**config.mk**
```make
export PLATFORM = sky130hd
export DESIGN_NAME = counting_semaphore_table
export DESIGN_NICKNAME = d
export VERILOG_FILES = /design/src/rtl/core/cst_pkg.sv /design/src/rtl/core/cst_queue.sv /design/src/rtl/core/counting_semaphore_table.sv
export SDC_FILE = /design/constraint.sdc
export NUM_CORES = 2
export LEC_CHECK = 0
export BUFFER_PORTS_ARGS = -buffer_cell sky130_fd_sc_hd__buf_2
export CAP_MARGIN = 10
export CORE_AREA = 2 2 408 450
export CTS_BUF_LIST = sky130_fd_sc_hd__clkbuf_4 sky130_fd_sc_hd__clkbuf_8
export CTS_CLUSTER_DIAMETER = 100
export DETAILED_ROUTE_END_ITERATION = 10
export DIE_AREA = 0 0 410 452
export PLACE_DENSITY_LB_ADDON = 0.3
export RECOVER_POWER = 50
export SETUP_SLACK_MARGIN = 0.3
export SLEW_MARGIN = 30
export SYNTH_ARGS = -nofsm -noshare
export SYNTH_HDL_FRONTEND = slang
export SYNTH_SLANG_ARGS = --single-unit
```
**constraint.sdc**
```tcl
create_clock -name i_clk -period 17.5 [get_ports i_clk]
set_clock_uncertainty 0.15 [all_clocks]
set_input_delay 1.75 -clock i_clk [delete_from_list [all_inputs] [get_ports i_clk]]
set_output_delay 1.75 -clock i_clk [all_outputs]
set_load 0.005 [all_outputs]
```
**src/rtl/core/cst_pkg.sv**
```systemverilog
// Shared types, command and status codes for the semaphore table.
package cst_pkg;

    localparam int SemCountDef  = 64;
    localparam int ProcCountDef = 32;

    typedef logic [2:0] t_cmd;
    typedef logic [2:0] t_status;

    localparam t_cmd CMD_CREATE   = 3'd0;
    localparam t_cmd CMD_DELETE   = 3'd1;
    localparam t_cmd CMD_SIGNAL   = 3'd2;
    localparam t_cmd CMD_SIGNAL_N = 3'd3;
    localparam t_cmd CMD_RESET    = 3'd4;
    localparam t_cmd CMD_TRY_WAIT = 3'd5;
    localparam t_cmd CMD_WAIT     = 3'd6;
    localparam t_cmd CMD_QUERY    = 3'd7;

    localparam t_status ST_OK       = 3'd0;
    localparam t_status ST_BAD_ARG  = 3'd1;
    localparam t_status ST_OVERFLOW = 3'd2;
    localparam t_status ST_WOULD_BLK = 3'd3;
    localparam t_status ST_BLOCKED  = 3'd4;

    localparam logic signed [16:0] ValMax = 17'sd32767;
    localparam logic signed [16:0] ValMin = -17'sd32768;

endpackage

```
**src/rtl/core/cst_queue.sv**
```systemverilog
// Wait queue store: per-semaphore head, tail and empty flag plus the link table.
module cst_queue #(
    parameter int SEM_COUNT  = cst_pkg::SemCountDef,
    parameter int PROC_COUNT = cst_pkg::ProcCountDef,
    localparam int SW = (SEM_COUNT > 1) ? $clog2(SEM_COUNT) : 1,
    localparam int PW = (PROC_COUNT > 1) ? $clog2(PROC_COUNT) : 1
) (
    input  logic          i_clk,
    input  logic          i_rst_n,
    input  logic [SW-1:0] i_sem,
    input  logic          i_load,
    input  logic          i_push,
    input  logic [PW-1:0] i_push_pid,
    input  logic          i_pop,
    input  logic          i_clear,
    output logic          o_empty,
    output logic [PW-1:0] o_head
);
    import cst_pkg::*;

    logic [PW-1:0] r_head [SEM_COUNT];
    logic [PW-1:0] r_tail [SEM_COUNT];
    logic [PW-1:0] r_next [PROC_COUNT];
    logic [SEM_COUNT-1:0] r_empty;
    // Working copies of the selected semaphore's head and tail.
    logic [PW-1:0] r_hd;
    logic [PW-1:0] r_tl;

    assign o_empty = r_empty[i_sem];
    assign o_head  = r_hd;

    always_ff @(posedge i_clk) begin
        if (!i_rst_n) begin
            r_empty <= '1;
        end else if (i_clear) begin
            r_empty[i_sem] <= 1'b1;
        end else if (i_push) begin
            r_empty[i_sem] <= 1'b0;
        end else if (i_pop && !r_empty[i_sem] && r_hd == r_tl) begin
            r_empty[i_sem] <= 1'b1;
        end
    end

    always_ff @(posedge i_clk) begin
        if (i_load) begin
            r_hd <= r_head[i_sem];
            r_tl <= r_tail[i_sem];
        end else if (i_push) begin
            r_tail[i_sem] <= i_push_pid;
            r_tl <= i_push_pid;
            if (r_empty[i_sem]) begin
                r_head[i_sem] <= i_push_pid;
                r_hd <= i_push_pid;
            end else begin
                r_next[r_tl] <= i_push_pid;
            end
        end else if (i_pop && !r_empty[i_sem] && r_hd != r_tl) begin
            r_head[i_sem] <= r_next[r_hd];
            r_hd <= r_next[r_hd];
        end
    end
endmodule

```
**src/rtl/core/counting_semaphore_table.sv**
```systemverilog
// Top level of the counting semaphore table with FIFO wait queues.
// A command is taken in the idle state; the read state loads its value and queue
// pointers, and the exec state executes it and registers its status word, waiting
// while the output stalls. Delete, reset and a signal or signal_n that does not
// overflow then go through the wake state, which sends one word per wake (up to
// PROC_COUNT) and a final word. Only one command is handled at a time. Reset clears
// the live flags, empties every queue and zeroes the next id; values and links
// are undefined until written.
module counting_semaphore_table #(
    parameter int SEM_COUNT  = cst_pkg::SemCountDef,
    parameter int PROC_COUNT = cst_pkg::ProcCountDef
) (
    input  logic                i_clk,
    input  logic                i_rst_n,
    input  logic                i_valid,
    output logic                o_stall,
    input  cst_pkg::t_cmd       i_command,
    input  logic [5:0]          i_sem_id,
    input  logic [14:0]         i_amount,
    input  logic [4:0]          i_caller_pid,
    output logic                o_valid,
    input  logic                i_stall,
    output cst_pkg::t_status    o_status,
    output logic signed [15:0]  o_value,
    output logic                o_wake_valid,
    output logic [4:0]          o_wake_pid,
    output logic                o_last
);
    import cst_pkg::*;

    localparam int SW = (SEM_COUNT > 1) ? $clog2(SEM_COUNT) : 1;
    localparam int PW = (PROC_COUNT > 1) ? $clog2(PROC_COUNT) : 1;
    localparam int CW = $clog2(PROC_COUNT + 1);

    localparam logic [1:0] S_IDLE = 2'd0;
    localparam logic [1:0] S_EXEC = 2'd1;
    localparam logic [1:0] S_WAKE = 2'd2;
    localparam logic [1:0] S_READ = 2'd3;

    logic [1:0]  r_state;
    t_cmd        r_cmd;
    logic [5:0]  r_sem;
    logic [14:0] r_amt;
    logic [4:0]  r_pid;
    logic [15:0] r_wakes;
    logic [CW-1:0] r_cnt;
    logic [6:0]  r_next_id;
    logic [SEM_COUNT-1:0] r_live;
    logic signed [15:0] r_val [SEM_COUNT];
    logic signed [15:0] r_cur;

    logic          r_ovalid;
    t_status       r_ostatus;
    logic [15:0]   r_ovalue;
    logic          r_owake;
    logic [4:0]    r_opid;
    logic          r_olast;

    logic [SW-1:0] sem_idx;
    logic          q_empty, q_push, q_pop, q_clear, q_load;
    logic [PW-1:0] q_head;
    logic          out_free;
    logic          id_ok;
    logic signed [16:0] cur, sum;

    assign sem_idx  = (r_cmd == CMD_CREATE) ? r_next_id[SW-1:0] : r_sem[SW-1:0];
    assign out_free = !r_ovalid || !i_stall;
    assign id_ok    = ({1'b0, r_sem} < 7'(SEM_COUNT)) && r_live[sem_idx];
    assign cur      = 17'(r_cur);
    // One shared adder: +1, +amount, -1 as the command needs.
    always_comb begin
        case (r_cmd)
            CMD_SIGNAL:   sum = cur + 17'sd1;
            CMD_SIGNAL_N: sum = cur + $signed({2'b0, r_amt});
            default:      sum = cur - 17'sd1;
        endcase
    end

    assign o_stall = (r_state != S_IDLE);
    assign q_load  = (r_state == S_READ);
    assign q_push  = (r_state == S_EXEC) && out_free && r_cmd == CMD_WAIT && id_ok
                   && {1'b0, r_pid} < 6'(PROC_COUNT) && cur != ValMin && sum < 0;
    assign q_pop   = (r_state == S_WAKE) && out_free && !q_empty
                   && r_cnt < CW'(PROC_COUNT) && 16'(r_cnt) < r_wakes;
    assign q_clear = (r_state == S_WAKE) && out_free
                   && !(!q_empty && r_cnt < CW'(PROC_COUNT) && 16'(r_cnt) < r_wakes)
                   && (r_cmd == CMD_DELETE || r_cmd == CMD_RESET)
                   || (r_state == S_EXEC) && out_free && r_cmd == CMD_CREATE
                   && r_next_id < 7'(SEM_COUNT);

    cst_queue #(.SEM_COUNT(SEM_COUNT), .PROC_COUNT(PROC_COUNT)) u_queue (
        .i_clk, .i_rst_n, .i_sem(sem_idx), .i_load(q_load), .i_push(q_push),
        .i_push_pid(r_pid[PW-1:0]), .i_pop(q_pop), .i_clear(q_clear),
        .o_empty(q_empty), .o_head(q_head)
    );

    always_ff @(posedge i_clk) begin
        if (!i_rst_n) begin
            r_state   <= S_IDLE;
            r_ovalid  <= 1'b0;
            r_live    <= '0;
            r_next_id <= '0;
        end else begin
            if (r_ovalid && !i_stall) r_ovalid <= 1'b0;
            case (r_state)
                S_IDLE: begin
                    if (i_valid) begin
                        r_cmd <= i_command; r_sem <= i_sem_id;
                        r_amt <= i_amount;  r_pid <= i_caller_pid;
                        r_state <= S_READ;
                    end
                end
                S_READ: begin
                    r_cur <= r_val[sem_idx];
                    r_state <= S_EXEC;
                end
                S_EXEC: begin
                    if (out_free) begin
                        r_ovalid <= 1'b1; r_ostatus <= ST_OK; r_ovalue <= '0;
                        r_owake <= 1'b0; r_opid <= '0; r_olast <= 1'b1;
                        r_cnt <= '0; r_state <= S_IDLE;
                        if (r_cmd == CMD_CREATE) begin
                            if (r_next_id >= 7'(SEM_COUNT)) begin
                                r_ostatus <= ST_BAD_ARG;
                            end else begin
                                r_next_id <= r_next_id + 7'd1;
                                r_val[sem_idx] <= $signed({1'b0, r_amt});
                                r_live[sem_idx] <= 1'b1;
                                r_ovalue <= 16'(r_next_id);
                            end
                        end else if (!id_ok) begin
                            r_ostatus <= ST_BAD_ARG;
                        end else begin
                            case (r_cmd)
                                CMD_DELETE, CMD_RESET: begin
                                    r_ovalid <= 1'b0; r_wakes <= 16'hFFFF;
                                    r_state <= S_WAKE;
                                end
                                CMD_SIGNAL, CMD_SIGNAL_N: begin
                                    if (sum > ValMax) begin
                                        r_ostatus <= ST_OVERFLOW;
                                    end else begin
                                        r_val[sem_idx] <= sum[15:0];
                                        r_ovalid <= 1'b0; r_state <= S_WAKE;
                                        if (r_cmd == CMD_SIGNAL)
                                            r_wakes <= (sum <= 0) ? 16'd1 : 16'd0;
                                        else if (cur >= 0)
                                            r_wakes <= '0;
                                        else if (-cur < $signed({2'b0, r_amt}))
                                            r_wakes <= 16'(-cur);
                                        else
                                            r_wakes <= {1'b0, r_amt};
                                    end
                                end
                                CMD_TRY_WAIT: begin
                                    if (cur <= 0) r_ostatus <= ST_WOULD_BLK;
                                    else r_val[sem_idx] <= sum[15:0];
                                end
                                CMD_WAIT: begin
                                    if ({1'b0, r_pid} >= 6'(PROC_COUNT)) begin
                                        r_ostatus <= ST_BAD_ARG;
                                    end else if (cur == ValMin) begin
                                        r_ostatus <= ST_OVERFLOW;
                                    end else begin
                                        r_val[sem_idx] <= sum[15:0];
                                        if (sum < 0) r_ostatus <= ST_BLOCKED;
                                    end
                                end
                                default: r_ovalue <= cur[15:0];
                            endcase
                        end
                    end
                end
                S_WAKE: begin
                    if (out_free) begin
                        r_ovalid <= 1'b1; r_ostatus <= ST_OK; r_ovalue <= '0;
                        if (q_pop) begin
                            r_owake <= 1'b1; r_opid <= 5'(q_head); r_olast <= 1'b0;
                            r_cnt <= r_cnt + CW'(1);
                        end else begin
                            r_owake <= 1'b0; r_opid <= '0; r_olast <= 1'b1;
                            if (r_cmd == CMD_DELETE) r_live[sem_idx] <= 1'b0;
                            if (r_cmd == CMD_RESET)
                                r_val[sem_idx] <= $signed({1'b0, r_amt});
                            r_state <= S_IDLE;
                        end
                    end
                end
                default: r_state <= S_IDLE;
            endcase
        end
    end

    assign o_valid      = r_ovalid;
    assign o_status     = r_ostatus;
    assign o_value      = r_ovalue;
    assign o_wake_valid = r_owake;
    assign o_wake_pid   = r_opid;
    assign o_last       = r_olast;
endmodule

```
=== After elaboration in Yosys (flattened, before gate mapping) ===
Memories as Yosys holds them, arrays and structs flattened. A register that Yosys moved wholly into a read port is not among the register bits.
Index checks and enable logic that the tools add are counted.

* Input bits: 33
* Output and inout bits: 28
* Memories kept: 4
* Bits in writable memories: 1824
* Flip-flop bits (word level): 220

* Eq/ne operators: 23
* Add/subtract/negate cells: 6
* Bitwise gates (word level): 12
* Reduce and logical (&&, ||, !) cells: 47
* Order comparisons: 12
* Multiplexer cells: 136

{| class="wikitable"
|+ Memories
! name !! depth !! bits a word !! rd ports !! clocked after Yosys merged registers in !! wr ports !! RTL line !! text
|-
| r_val || 64 || 16 || 1 || 1 || 1 || counting_semaphore_table.sv:49 || <nowiki>logic signed [15:0] r_val [SEM_COUNT];</nowiki>
|-
| u_queue.r_head || 64 || 5 || 1 || 0 || 1 || cst_queue.sv:21 || <nowiki>logic [PW-1:0] r_head [SEM_COUNT];</nowiki>
|-
| u_queue.r_tail || 64 || 5 || 1 || 1 || 1 || cst_queue.sv:22 || <nowiki>logic [PW-1:0] r_tail [SEM_COUNT];</nowiki>
|-
| u_queue.r_next || 32 || 5 || 1 || 1 || 1 || cst_queue.sv:23 || <nowiki>logic [PW-1:0] r_next [PROC_COUNT];</nowiki>
|}

{| class="wikitable"
|+ Operators by type and width
! kind !! count
|-
| 2-to-1 mux 64 bit || 9
|-
| 2-to-1 mux 16 bit || 13
|-
| bitwise AND 64 bit || 2
|-
| OR 64 bit || 2
|-
| case mux 64 bit (2 select lines) || 1
|-
| 2-to-1 mux 1 bit || 68
|-
| inverter 64 bit || 1
|-
| case mux 16 bit (2 select lines) || 2
|-
| 2-to-1 mux 5 bit || 9
|-
| case mux 17 bit (2 select lines) || 1
|-
| 2-to-1 mux 6 bit || 4
|-
| logical AND 1 bit || 20
|-
| 2-to-1 mux 2 bit || 9
|-
| 2-to-1 mux 3 bit || 6
|-
| adder 16 x 16 -> 17 bit || 1
|-
| adder 16 x 2 -> 17 bit (second input constant) || 1
|-
| greater-than comparator 17 x 16 -> 1 bit (second input constant) || 1
|-
| less-or-equal comparator 17 x 1 -> 1 bit (second input constant) || 1
|-
| less-than comparator 17 x 1 -> 1 bit (second input constant) || 1
|-
| less-than comparator 17 x 16 -> 1 bit || 1
|-
| negation 16 -> 17 bit || 1
|-
| subtractor 16 x 2 -> 17 bit (second input constant) || 1
|-
| equality test 16 bit (second input constant) || 1
|-
| greater-or-equal comparator 16 x 1 -> 1 bit (second input constant) || 1
|-
| other kinds (45) || 79
|}

=== Depth between registers and ports, before layout ===
* Word-level depth: 15
* Depth in mapped cells: 21

=== Cells and area by module ===
A second synthesis with hierarchy kept.

* Cells, all modules: 5553
* Area total of the unflattened synthesis: 83219.8 µm²

{| class="wikitable"
|+ By module, submodules not included
! module !! cells each !! times used !! area each (µm²)
|-
| counting_semaphore_table || 3420 || 1 || 48462.7
|-
| cst_queue || 2133 || 1 || 34757.1
|}

=== Worst setup path after synthesis ===
No wires, ideal clock.

* Kind: register to register
* Start point: register r_cmd[1]
* End point: memory r_val[0][2] (data pin)
* Library setup time: 0.702 ns
* Period minus slack after synthesis: 7.010 ns
* Stages on the path, launching flop included: 19
* Data required time: 16.648 ns
* Setup slack: 10.490 ns
* Arrival: 6.158 ns
* Cell sequence: edfxtp_1 clkbuf_1 clkbuf_1 nor2b_1 clkbuf_1 clkbuf_1 nand3b_1 ha_1 a21o_1 a21oi_1 o21ai_0 a41oi_1 o2111a_1 a311oi_1 o21ai_0 a21boi_1 buf_2 clkbuf_1 o21ai_0

* Word-level cells in the longest chain between the ends: 15

{| class="wikitable"
|+ Ends and longest elaborated chain
! item !! RTL line !! text
|-
| from (decl) || counting_semaphore_table.sv:41 || <nowiki>t_cmd r_cmd;</nowiki>
|-
| from (signal assigned) || counting_semaphore_table.sv:108 || <nowiki>r_cmd <= i_command; r_sem <= i_sem_id;</nowiki>
|-
| equality test 3 x 2 -> 1 bit || counting_semaphore_table.sv:72, counting_semaphore_table.sv:134 ||
|-
| case mux 17 bit (2 select lines) || counting_semaphore_table.sv:72 || <nowiki>case (r_cmd)</nowiki>
|-
| greater-than comparator 17 x 16 -> 1 bit || counting_semaphore_table.sv:140 || <nowiki>if (sum > ValMax) begin</nowiki>
|-
| 2-to-1 mux 1 bit || counting_semaphore_table.sv:140 ||
|-
| 2-to-1 mux 1 bit || counting_semaphore_table.sv:134 || <nowiki>case (r_cmd)</nowiki>
|-
| 2-to-1 mux 1 bit || counting_semaphore_table.sv:131 || <nowiki>end else if (!id_ok) begin</nowiki>
|-
| 2-to-1 mux 1 bit || counting_semaphore_table.sv:122 || <nowiki>if (r_cmd == CMD_CREATE) begin</nowiki>
|-
| 2-to-1 mux 1 bit || counting_semaphore_table.sv:118 || <nowiki>if (out_free) begin</nowiki>
|-
| 2-to-1 mux 1 bit || counting_semaphore_table.sv:105 || <nowiki>case (r_state)</nowiki>
|-
| 2-to-1 mux 1 bit || counting_semaphore_table.sv:98 || <nowiki>if (!i_rst_n) begin</nowiki>
|-
| 2-to-1 mux 1 bit (implied by the code) || counting_semaphore_table.sv:143 || <nowiki>r_val[sem_idx] <= sum[15:0];</nowiki>
|-
| 2-to-1 mux 16 bit (no source line) (3 in a row) || -- ||
|-
| 2-to-1 mux 16 bit (no source line) * || -- ||
|-
| to (decl) || counting_semaphore_table.sv:49 ||
|}

Every way passes the cells marked *; elsewhere a longest branch is shown, timed or not. The select of a mux whose other input is x is not followed.

=== Final worst setup path ===
* Start point: register r_cmd[2]
* End point: memory u_queue.r_head[8][4] in the netlist's numbering (data pin)

* Word-level cells in the longest chain between the ends: 15

{| class="wikitable"
|+ Ends and longest elaborated chain
! item !! RTL line !! text
|-
| zero test 3 bit || counting_semaphore_table.sv:66 || <nowiki>assign sem_idx = (r_cmd == CMD_CREATE) ? r_next_id[SW-1:0] : r_sem[SW-1:0];</nowiki>
|-
| 2-to-1 mux 6 bit || counting_semaphore_table.sv:66 ||
|-
| binary-select mux 1 bit (select 6 bit) || cst_queue.sv:29, cst_queue.sv:57 ||
|-
| 2-to-1 mux 1 bit (implied by the code) || cst_queue.sv:29, cst_queue.sv:57 ||
|-
| zero test 1 bit || cst_queue.sv:57, counting_semaphore_table.sv:83 ||
|-
| logical AND 1 bit || counting_semaphore_table.sv:83 || <nowiki>assign q_pop = (r_state == S_WAKE) && out_free && !q_empty</nowiki>
|-
| logical AND 1 bit (2 in a row) || counting_semaphore_table.sv:84 || <nowiki>&& r_cnt < CW'(PROC_COUNT) && 16'(r_cnt) < r_wakes;</nowiki>
|-
| logical AND 1 bit (2 in a row) || cst_queue.sv:57 || <nowiki>end else if (i_pop && !r_empty[i_sem] && r_hd != r_tl) begin</nowiki>
|-
| 2-to-1 mux 1 bit || cst_queue.sv:57 ||
|-
| 2-to-1 mux 1 bit * || cst_queue.sv:48 || <nowiki>end else if (i_push) begin</nowiki>
|-
| 2-to-1 mux 1 bit * || cst_queue.sv:45 || <nowiki>if (i_load) begin</nowiki>
|-
| 2-to-1 mux 1 bit (implied by the code) * || cst_queue.sv:58 || <nowiki>r_head[i_sem] <= r_next[r_hd];</nowiki>
|-
| 2-to-1 mux 5 bit (no source line) * || -- ||
|-
| to (decl) || cst_queue.sv:21 ||
|}

Marks and branches as above.

==> impl_results.md <==
* Core region area at 181000 um2
* Total Negative Setup Slacks at 0 ps
* Clock sinks at 2070
* Worst slew pin tran at 4250 ps
* H-tree levels at 5
* Initial antenna violation count at 15
* Adder-Cell Fraction of Synth Area at 0.720%
* Largest incremental delay on the critical path at 2490 ps
* Final Max Tran Viols at 2052
* Detailed-route via count at around 51000
* DRC at 0
* Count of input and output buffers at 60
* Routed wire length per instance at 31.6 um
* Yosys cell types at 81
* Share of synthesized cell area in and, or, nand and nor gates at 5.45%
* Horizontal extent of the die at 410 um
* Synthesized area per cell at about 16 um2
* Static leakage at 27.0 nW
* Total count of hold-check failures in the final report at 0
* Cell Chain, Critical Path: or3_1 -> clkbuf_1 -> mux2i_1 -> clkbuf_1 -> a22oi_1 -> nand2_1 -> o21ai_0 -> and4_1 -> nand3_1 -> nor2_1 -> nand3b_2 -> mux2_2 -> clkbuf_1
* First-pass GRT wire length at 353000 um
* Die area at around 190000 um2
* Core Util, Final at between 40% and 50%
* Yosys top cell area share at 71.4%
* Netlist area before placement at 81000 um2
* PostCTS Resize Cnt at 0
* Area share of xor/xnor cells in the synthesized design at 0.389%
* Type of the most critical hold path: reg -> reg
* ANT nets after route at 0
* Synthesized instance count at 5164
* Pin count of the biggest net entering global routing at about 140
* Starting density of the core at between 40% and 50%
* Power consumption at 11.2 mW
* Maxcap violations at 38
* Top_reg_cell synth: sky130_fd_sc_hd__edfxtp_1
* Overall routed net length at 251000 um
* Unrepaired setup endpoints after global routing: false
* Outcome: finished with violations
* Clock tree root driver cell: sky130_fd_sc_hd__clkbuf_8
* Final cell area excluding filler cells at ~90000 um2
* P per Cell Area at between 100 and 150 nW/um2
* Startpoint type of the worst setup path: flip-flop
* Startpoint of the worst setup timing path: r_cmd[2]
* Number of nets in the synthesized netlist at 5243
* HPWL after detailed placement at 153000 um
* FF-to-FF Start: r_cmd[2]
* Crit-path max FO at between 60 and 70
* Via count of the first global-routing pass at 48000
* Worst Hold Slack at 357 ps
* Overall global routing resource usage at 26.5%
* Ports at 61
* Placed instance area at 84300 um2
* Hold buffer count at cts at 0
* Share of async-settable or async-resettable flops after synthesis at 0%
* CTS buffer count at 326
* Number of DRC violations after detailed-routing iteration 0 at 8072
* Dominant combinational cell family by area after synthesis: compound AO/OA/AOI/OAI gates
* Clock transition time at the flip-flop clock pins of the worst setup and hold paths at 70 ps
* Compound-gate portion of the synthesized area at 14.0%
* Cell type with the highest occurrence count on the critical path: sky130_fd_sc_hd__clkbuf_1
* Number of buffers added for setup after CTS at 0
* CTS tree: done
* Grt total ovfl at 0
* Relative max-transition margin at -184%
* Cell type with the highest aggregate area in the netlist: sky130_fd_sc_hd__edfxtp_1
* # setup viols final at 0
* Via count normalized by instance count at ~6.4
* Max rail drop VDD at 0.000101 V
* Failing checks: capacitance limit, slew limit
* Share of synthesized area spent on multiplexers at under 10%
* Setup slack of the worst register-to-register path at 5350 ps
* CP Data Required Time at around 18000 ps
* Layout-stage area growth over the synthesis result at 11.2%
* Cells taking the most area after synthesis: sky130_fd_sc_hd__edfxtp_1 71%, sky130_fd_sc_hd__a22oi_1 5.6%, sky130_fd_sc_hd__dfxtp_1 3.5%, sky130_fd_sc_hd__nor2_1 1.8%, sky130_fd_sc_hd__a221oi_1 1.5%
* Share of final-layout standard cells stronger than drive strength 1 at roughly 14%
* Portion of the post-synthesis area used by sequential elements at 75.0%
* Crit path DAT at 12330 ps
* Warnings from Yosys at 0
* Highest attainable clock frequency at 82.3 MHz
* Cell Rows at 164
* Element type at the critical path end: flip-flop
* Vertical extent of the die at 452 um
* Number of enable-type register cells in the synthesized netlist at 1927
* Clock latency of the later-clocked register in the worst-skew pair at 1070 ps
* Router iterations before antenna repair at 8
* Final cycle utilization of the critical path at 69.4%
* Longest Clk Path Bufs at 4
* Critical path start-end classification: reg -> reg
* Global placement routability congestion at 0.976
* Time the final worst path needs with I/O delays and setup at 12150 ps
* #FFs+latches synth at 2070
* Layout Nets at between 5000 and 6000
* Cell at the slowest stage of the critical path: sky130_fd_sc_hd__clkbuf_1
## cell type report
class | instances | area, um2
Multi-Input combinational cell | 2678 | 19000
Timing Repair Buffer | 166 | 993
Clock inverter | 123 | 827
Fill cell | 15000 | 90700
Tap cell | 2407 | 3010
Sequential cell | 2070 | 60700
Inverter | 45 | 170
Clock buffer | 431 | 5370
Antenna cell | 11 | 27.5
## critical path: cells and delay by family (launching register included)
family          cells  cell delay [ps]
buf+inv             3             5840
simple gates        6             2190
mux                 2             1920
flops               1              860
compound gates      2              370
## Yosys cell counts, drive strengths merged (10+ instances only)
cell / number
a311oi: 64
a21oi: 137
nand3: 56
xor2: 14
a31oi: 140
a21o: 17
mux4: 50
nand4: 41
clkbuf: 282
nand2b: 20
nor4: 40
dfxtp: 143
a211oi: 71
buf: 89
a22o: 134
nor2b: 15
o21a: 10
mux2: 33
edfxtp: 1927
xnor2: 22
nor3b: 13
o21ai: 137
a22oi: 599
nand3b: 16
mux2i: 45
and3: 14
nor3: 32
nor2: 397
inv: 45
and2: 17
a221oi: 141
a41oi: 46
or3: 78
nand2: 154
ha: 45
## metal layers
| layer | global-route usage (%) | share of wire [%] |
|---|---|---|
| met1 | 36.2 | 39 |
| met4 | 12.6 | 5.5 |
| met3 | 7.03 | 11 |
| met2 | 39.5 | 44 |
| met5 | 0 | 0.024 |
## cell families (layout without fill, tap and decap cells)
kind of cell | Yosys count | count (layout)
simple gates | 920 | 920
compound gates | 1548 | 1548
xor+xnor | 36 | 36
mux | 128 | 128
fa+ha+maj | 46 | 46
other cells | 0 | 11
flops | 2070 | 2070
buf+inv | 416 | 765
## per-stage QoR
stage | setup WS [ps] | instances
4_1_cts | 9960 | 7917
2_1_floorplan | 10490 | 5164
6_report | 5350 | 7931
3_3_place_gp | 10000 | 7360
5_1_grt | 4760 | 7922
3_5_place_dp | 10050 | 7363
## final timing paths
path                                              to  depth (start not counted)
worst max-delay path            u_queue.r_head[8][4]                         13
worst min register to register             flip-flop                          2
worst min-delay path                       flip-flop                          2
worst max register to register  u_queue.r_head[8][4]                         13
## power breakdown
group          internal [mW]  switching [mW]
Sequential              5.65          0.0924
Combinational          0.440            1.07
Clock                   2.15            1.85
## state kept, by name, summed over array words and instances (netlist names), 6 cells and up, named ones only
name	cells
o_value	16
r_cnt	6
r_amt	15
u_queue.r_next	160
r_sem	6
u_queue.r_tail	320
r_cur	16
r_wakes	16
r_val	1024
r_next_id	7
u_queue.r_head	320
## cell usage in the layout (no fill, tap or decap), types with 41 or more instances in the layout
cell	instances
sky130_fd_sc_hd__a211oi_1	71
sky130_fd_sc_hd__a21oi_1	134
sky130_fd_sc_hd__a221oi_1	141
sky130_fd_sc_hd__a22o_1	134
sky130_fd_sc_hd__a22oi_1	599
sky130_fd_sc_hd__a311oi_1	64
sky130_fd_sc_hd__a31oi_1	139
sky130_fd_sc_hd__a41oi_1	46
sky130_fd_sc_hd__buf_4	54
sky130_fd_sc_hd__clkbuf_1	65
sky130_fd_sc_hd__clkbuf_4	91
sky130_fd_sc_hd__clkbuf_8	341
sky130_fd_sc_hd__clkinv_1	73
sky130_fd_sc_hd__dfxtp_1	142
sky130_fd_sc_hd__edfxtp_1	1927
sky130_fd_sc_hd__ha_1	45
sky130_fd_sc_hd__inv_1	44
sky130_fd_sc_hd__mux4_2	50
sky130_fd_sc_hd__nand2_1	150
sky130_fd_sc_hd__nand3_1	55
sky130_fd_sc_hd__nand4_1	41
sky130_fd_sc_hd__nor2_1	329
sky130_fd_sc_hd__nor2_2	68
sky130_fd_sc_hd__o21ai_0	129
sky130_fd_sc_hd__or3_1	77
Power figures use the tool's default switching activity.
